File: config.mk
export PLATFORM = sky130hd
export DESIGN_NAME = qbb3_weights
export DESIGN_NICKNAME = d
export VERILOG_FILES = /design/src/rtl/qbb3_pkg.sv /design/src/rtl/qbb3_weights.sv
export SDC_FILE = /design/constraint.sdc
export NUM_CORES = 2
export LEC_CHECK = 0
export BUFFER_PORTS_ARGS = -buffer_cell sky130_fd_sc_hd__buf_2
export CAP_MARGIN = 10
export CORE_ASPECT_RATIO = 1.2
export CORE_MARGIN = 5
export CORE_UTILIZATION = 35
export DETAILED_ROUTE_END_ITERATION = 7
export HOLD_SLACK_MARGIN = 0.05
export SETUP_SLACK_MARGIN = 0.5
export SYNTH_ARGS = -nofsm -noshare
export SYNTH_HDL_FRONTEND = slang
export SYNTH_SLANG_ARGS = --single-unit
File: constraint.sdc
create_clock -name clock -period 8.4 [get_ports clock]
set_input_delay 1.68 -clock clock [delete_from_list [all_inputs] [get_ports clock]]
set_output_delay 1.68 -clock clock [all_outputs]
set_load 0.02 [all_outputs]
File: src/rtl/qbb3_pkg.sv
package qbb3_pkg;

   localparam int unsigned CoordWidth = 16;
   localparam int unsigned Axes = 3;
   localparam int unsigned InvWidth = CoordWidth + 1;
   localparam int unsigned OuterWidth = 20;
   localparam int unsigned MidWidth = 32;
   localparam int unsigned ResultWidth = 32;

   localparam logic signed [InvWidth-1:0] OneFixed = 17'sd4096;
   localparam logic [MidWidth-1:0] MidBias = 32'h0000_8000;

   // Lane 0 is x, lane 1 is y, lane 2 is z.
   typedef logic [Axes-1:0][CoordWidth-1:0] point_type;

   typedef struct packed {
      point_type first;
      point_type mid;
      point_type last;
   } ctrl_points_type;

   typedef struct packed {
      logic signed [OuterWidth-1:0] wa;
      logic [MidWidth-1:0] wb;
      logic signed [OuterWidth-1:0] wc;
   } weights_type;

   typedef struct packed {
      logic enable;
      logic valid;
   } stage_ctrl_type;

endpackage

File: src/rtl/qbb3_weights.sv
module qbb3_weights
   import qbb3_pkg::*;
(
   input  logic            clock,
   input  logic            reset,
   input  stage_ctrl_type  ctrl_in,
   input  logic [15:0]     blend_t,
   input  ctrl_points_type points_in,
   output logic            valid_out,
   output weights_type     weights_out,
   output ctrl_points_type points_out
);

   logic                      s1_valid_ff;
   logic signed [15:0]        s1_t_ff;
   logic signed [InvWidth-1:0] s1_inv_ff;
   logic signed [InvWidth-1:0] s1_inv_in;
   ctrl_points_type           s1_points_ff;

   logic                      s2_valid_ff;
   logic signed [33:0]        s2_aa_full;
   logic signed [32:0]        s2_ab_full;
   logic signed [31:0]        s2_cc_full;
   logic signed [19:0]        s2_aa_ff;
   logic signed [23:0]        s2_ab_ff;
   logic signed [19:0]        s2_cc_ff;
   ctrl_points_type           s2_points_ff;

   logic                      s3_valid_ff;
   weights_type               s3_weights_ff;
   weights_type               s3_weights_in;
   ctrl_points_type           s3_points_ff;

   assign s1_inv_in = OneFixed - {blend_t[15], blend_t};

   assign s2_aa_full = s1_inv_ff * s1_inv_ff;
   assign s2_ab_full = s1_inv_ff * s1_t_ff;
   assign s2_cc_full = s1_t_ff * s1_t_ff;

   // For wa and wc, the shift left by three and right by twelve keeps product bits 28 to 9; wb keeps bits 31 to 8.
   always_comb begin
      s3_weights_in.wa = s2_aa_ff;
      s3_weights_in.wb = {{8{s2_ab_ff[23]}}, s2_ab_ff} + MidBias;
      s3_weights_in.wc = s2_cc_ff;
   end

   always_ff @(posedge clock) begin
      if (reset) begin
         s1_valid_ff <= 1'b0;
         s2_valid_ff <= 1'b0;
         s3_valid_ff <= 1'b0;
      end else if (ctrl_in.enable) begin
         s1_valid_ff <= ctrl_in.valid;
         s2_valid_ff <= s1_valid_ff;
         s3_valid_ff <= s2_valid_ff;
      end
   end

   always_ff @(posedge clock) begin
      if (ctrl_in.enable) begin
         s1_t_ff       <= blend_t;
         s1_inv_ff     <= s1_inv_in;
         s1_points_ff  <= points_in;
         s2_aa_ff      <= s2_aa_full[28:9];
         s2_ab_ff      <= s2_ab_full[31:8];
         s2_cc_ff      <= s2_cc_full[28:9];
         s2_points_ff  <= s1_points_ff;
         s3_weights_ff <= s3_weights_in;
         s3_points_ff  <= s2_points_ff;
      end
   end

   assign valid_out   = s3_valid_ff;
   assign weights_out = s3_weights_ff;
   assign points_out  = s3_points_ff;

endmodule

==> metrics.txt <==
# TYPE chip_impl_metric gauge
chip_impl_metric{name="largest_net_degree_at_the_start_of_global_routing",unit=""} 193
chip_impl_metric{name="slew_violations",unit=""} 0
chip_impl_metric{name="finalSetupViolCount",unit=""} 0
chip_impl_metric{name="start_util",unit="%"} 35.3
chip_impl_metric{name="detailed_place_hpwl",unit="µm"} 71600
chip_impl_metric{name="fillerInstances",unit=""} 11915
chip_impl_info{name="worst-setup-path-type",value="register to register"} 1
chip_impl_metric{name="clock_latency",unit="ns"} 0.66
chip_impl_metric{name="min_period",unit="ns"} 7.18
chip_impl_metric{name="chipHeight",unit="µm"} 399
chip_impl_metric{name="max_clock_freq",unit="MHz"} 139
chip_impl_metric{name="cts-root-to-sink-buffers",unit=""} 3
chip_impl_info{name="yosysTopAreaCell",value="edfxtp_1"} 1
chip_impl_info{name="highest_layer",value="met5"} 1
chip_impl_metric{name="synth-seq-area-share",unit="%"} 40.5
chip_impl_metric{name="routed_length_on_met2",unit="µm"} 48600
chip_impl_metric{name="worst_setup_hold_path_clk_slew",unit="ns"} 0.06
chip_impl_metric{name="timing.final.hold_violations",unit=""} 0
chip_impl_info{name="min-delay-start",value="s1_points_ff[102]"} 1
chip_impl_info{name="clk_root_buffer_cell",value="clkbuf_16"} 1
chip_impl_info{name="end_kind",value="register"} 1
chip_impl_metric{name="grtUsageTotal",unit="%"} 14.3
chip_impl_info{name="crit-reg2reg-launch",value="s1_t_ff[6]"} 1
chip_impl_metric{name="drive_above_1_share",unit="%"} 13.6
chip_impl_metric{name="hold_slack",unit="ns"} 0.408
chip_impl_metric{name="cap_viol_max_count",unit=""} 0
chip_impl_info{name="timing.rr.end",value="s2_cc_ff[19]"} 1
chip_impl_metric{name="first_pass_iters",unit=""} 5
chip_impl_metric{name="area_delta_synth_final",unit="%"} 14.0
chip_impl_metric{name="maxSlewHeadroom",unit="%"} 17.9
chip_impl_metric{name="m1WireLength",unit="µm"} 34800
chip_impl_info{name="main_area_contributors_after_synthesis",value="edfxtp_1 40%, fa_1 32%, inv_1 7.5%"} 1
chip_impl_metric{name="arrival",unit="ns"} 7.56
chip_impl_metric{name="timing.critical_path.required",unit="ns"} 8.78
chip_impl_metric{name="ios",unit=""} 381
chip_impl_metric{name="io_buffer_count",unit=""} 380
chip_impl_metric{name="seqCellArea",unit="mm²"} 0.0179
chip_impl_metric{name="via_count",unit=""} 25036
chip_impl_metric{name="synth_warnings",unit=""} 0
chip_impl_metric{name="die_area",unit="mm²"} 0.133
chip_impl_info{name="timing.hold.worst.class",value="register to register"} 1
chip_impl_metric{name="die-width",unit="µm"} 334
chip_impl_metric{name="setup.reg_to_reg.worst_slack",unit="ns"} 1.22
chip_impl_metric{name="ys_types",unit=""} 56
chip_impl_metric{name="synth_fp_nets",unit=""} 4576
chip_impl_metric{name="clock-skew-final",unit="ns"} 0.0362
chip_impl_metric{name="ctsHtreeMaxLevel",unit=""} 3
chip_impl_metric{name="syn_inst",unit=""} 3463
chip_impl_metric{name="syn-mean-instance-area",unit="µm²"} 12.7
chip_impl_metric{name="wl_met3",unit="µm"} 5340
chip_impl_metric{name="synth_edf_count",unit=""} 593
chip_impl_metric{name="grt_pass1_wl",unit="µm"} 148000
chip_impl_metric{name="synth_area",unit="mm²"} 0.0441
chip_impl_metric{name="final_net_count",unit=""} 4957
chip_impl_metric{name="worst_r2r_path_depth",unit=""} 21
chip_impl_metric{name="cts.hold.buffers_added",unit=""} 0
chip_impl_metric{name="core_region_area",unit="mm²"} 0.125
chip_impl_info{name="outcome",value="finished, final reports clean"} 1
chip_impl_metric{name="final_design_area_no_fill",unit="mm²"} 0.0503
chip_impl_metric{name="fin_crit_sh",unit="%"} 85.5
chip_impl_metric{name="drt-initial-drc-count",unit=""} 1233
chip_impl_metric{name="globalRouteOverflowTotal",unit=""} 0
chip_impl_info{name="start_kind",value="register"} 1
chip_impl_metric{name="drc",unit=""} 0
chip_impl_metric{name="yosys_register_bits",unit=""} 596
chip_impl_metric{name="multi_input_area",unit="mm²"} 0.0225
chip_impl_info{name="grt_setup_unrepaired",value="false"} 1
chip_impl_metric{name="async_reset_ff_share",unit="%"} 0
chip_impl_metric{name="timing.setup.tns",unit="ns"} 0
chip_impl_metric{name="drt_wl_total",unit="µm"} 92300
chip_impl_metric{name="critPathMaxFanout",unit=""} 27
chip_impl_metric{name="cts_setup_buffers",unit=""} 0
chip_impl_info{name="worstHoldEndpoint",value="s2_points_ff[102]"} 1
chip_impl_metric{name="worst_hold_path.num_cells",unit=""} 0
chip_impl_metric{name="cts_resized",unit=""} 0
chip_impl_metric{name="drt.antenna.violating_nets",unit=""} 0
chip_impl_metric{name="place.gp.congestion",unit=""} 0.817
chip_impl_metric{name="wl_per_cell",unit="µm"} 16.6
chip_impl_info{name="tritoncts",value="done"} 1
chip_impl_info{name="postSynth.topFlopCell",value="edfxtp_1"} 1
chip_impl_metric{name="vias_per_cell",unit=""} 4.50
chip_impl_metric{name="vias_in_the_first_global_route",unit=""} 27516
chip_impl_metric{name="placed_cell_area",unit="mm²"} 0.0480
chip_impl_metric{name="cts_buffers",unit=""} 66
chip_impl_metric{name="finalWorstSetupSlack",unit="ns"} 1.22
chip_impl_metric{name="number_of_antenna_violations_at_the_first_check_in_global_routing",unit=""} 17
chip_impl_metric{name="tightest_slew",unit="ns"} 1.23
chip_impl_metric{name="pre_cts_ws",unit="ns"} 1.23
chip_impl_metric{name="netlist.area_leader.share",unit="%"} 40.3
chip_impl_metric{name="placementRows",unit=""} 142
chip_impl_metric{name="clock_sink_count",unit=""} 596
-- critical path, cell delays in order (launching register included) --
cell and delay (ns):
edfxtp_1 1.06, buf_4 0.31, nand2_1 0.10, fa_1 0.65
fa_1 0.46, fa_1 0.52, inv_1 0.06, fa_1 0.52
inv_1 0.05, fa_1 0.47, inv_1 0.05, fa_1 0.43
ha_1 0.33, a21o_1 0.17, a21o_1 0.19, a31o_2 0.26
o31ai_1 0.28, a21boi_1 0.16, o31ai_1 0.40, a21oi_1 0.16
a21oi_1 0.22, xnor2_1 0.08
-- sequential cells by signal, indices dropped and copies added, names as in the netlist --
name,count
s2_ab_ff,24
s2_points_ff,144
s2_valid_ff,1
s1_points_ff,144
s2_aa_ff,20
s1_valid_ff,1
s1_t_ff,16
s1_inv_ff,16
weights_out,65
valid_out,1
points_out,144
s2_cc_ff,20
-- cell families after synthesis --
logic type	Yosys count	synth area share, %
DFF	596	40.5
adders and majority gates	949	39.0
buffers and inverters	995	8.53
muxes	5	0.119
AOI/OAI and AO/OA	129	2.02
and+or+nand+nor	664	7.35
xor gates and xnor gates	125	2.48
-- cell type report --
class	count	area share, %
Clock buffer	82	3.45
Tap cell	1656	4.12
Antenna cell	7	0.0348
Inverter	886	6.61
Timing Repair Buffer	422	4.50
Multi-Input combinational cell	1872	44.7
Sequential cell	596	35.5
Clock inverter	38	1.02
-- how the worst max path moves through the flow --
stage,from,endpoint,slack [ns]
2_1_floorplan,s1_inv_ff[16],s2_ab_ff[23],2.14
3_3_place_gp,s1_t_ff[7],s2_ab_ff[23],1.34
3_5_place_dp,s1_t_ff[6],s2_cc_ff[19],1.23
4_1_cts,s1_t_ff[6],s2_cc_ff[19],1.22
5_1_grt,s1_t_ff[7],s2_ab_ff[23],0.81
6_report,s1_t_ff[6],s2_cc_ff[19],1.22
-- per-layer routing --
metal	up-vias	GRT usage [%]
li1	11348	-
met2	614	26.1
met1	12897	16.3
met4	6	5.57
met5	-	0
met3	171	2.95
-- cell usage after synthesis, types with 6 or more instances --
| cell type | number |
|---|---|
| ha_1 | 237 |
| nor2_1 | 75 |
| a21o_1 | 21 |
| buf_4 | 7 |
| o21a_1 | 18 |
| edfxtp_1 | 593 |
| inv_1 | 886 |
| and3_1 | 9 |
| nand2_1 | 281 |
| o21bai_1 | 6 |
| o21ai_0 | 16 |
| a21oi_1 | 31 |
| nand3_1 | 14 |
| nor3_1 | 16 |
| xnor2_1 | 90 |
| xor2_1 | 35 |
| nand2b_1 | 25 |
| clkbuf_1 | 98 |
| fa_1 | 712 |
| nor2b_1 | 19 |
| and2_1 | 205 |
-- cell usage in the layout (no fill, tap or decap), drive strengths merged, types with 3 or more instances in the layout --
cell type    n
nor2        75
a31o         4
nand2      281
or2          3
o21ai       19
a21o        21
xnor2       90
xor2        35
mux2i        3
edfxtp     593
nor2b       19
a221o        3
bufinv       9
and3         9
nand4        4
buf        422
nor3        16
clkinv      21
a21boi       4
o21a        18
o31ai        3
o21bai       6
fa         712
and4         4
o2111ai      3
dfxtp        3
o31a         3
clkbuf      82
inv        893
diode        7
nand3       15
ha         237
and2       205
nand2b      25
a211oi       3
a21oi       32
-- metrics by stage --
step	cells	utilization [%]
final	5559	40.2
after global routing	5558	40.2
after CTS	5552	40.2
after detailed placement	5432	38.4
after global placement	5432	38.4
after floorplan	3463	-
Power is left out: the tool's default activity adds up to more than one toggle a clock period on the data nets, which glitch-free logic cannot reach.
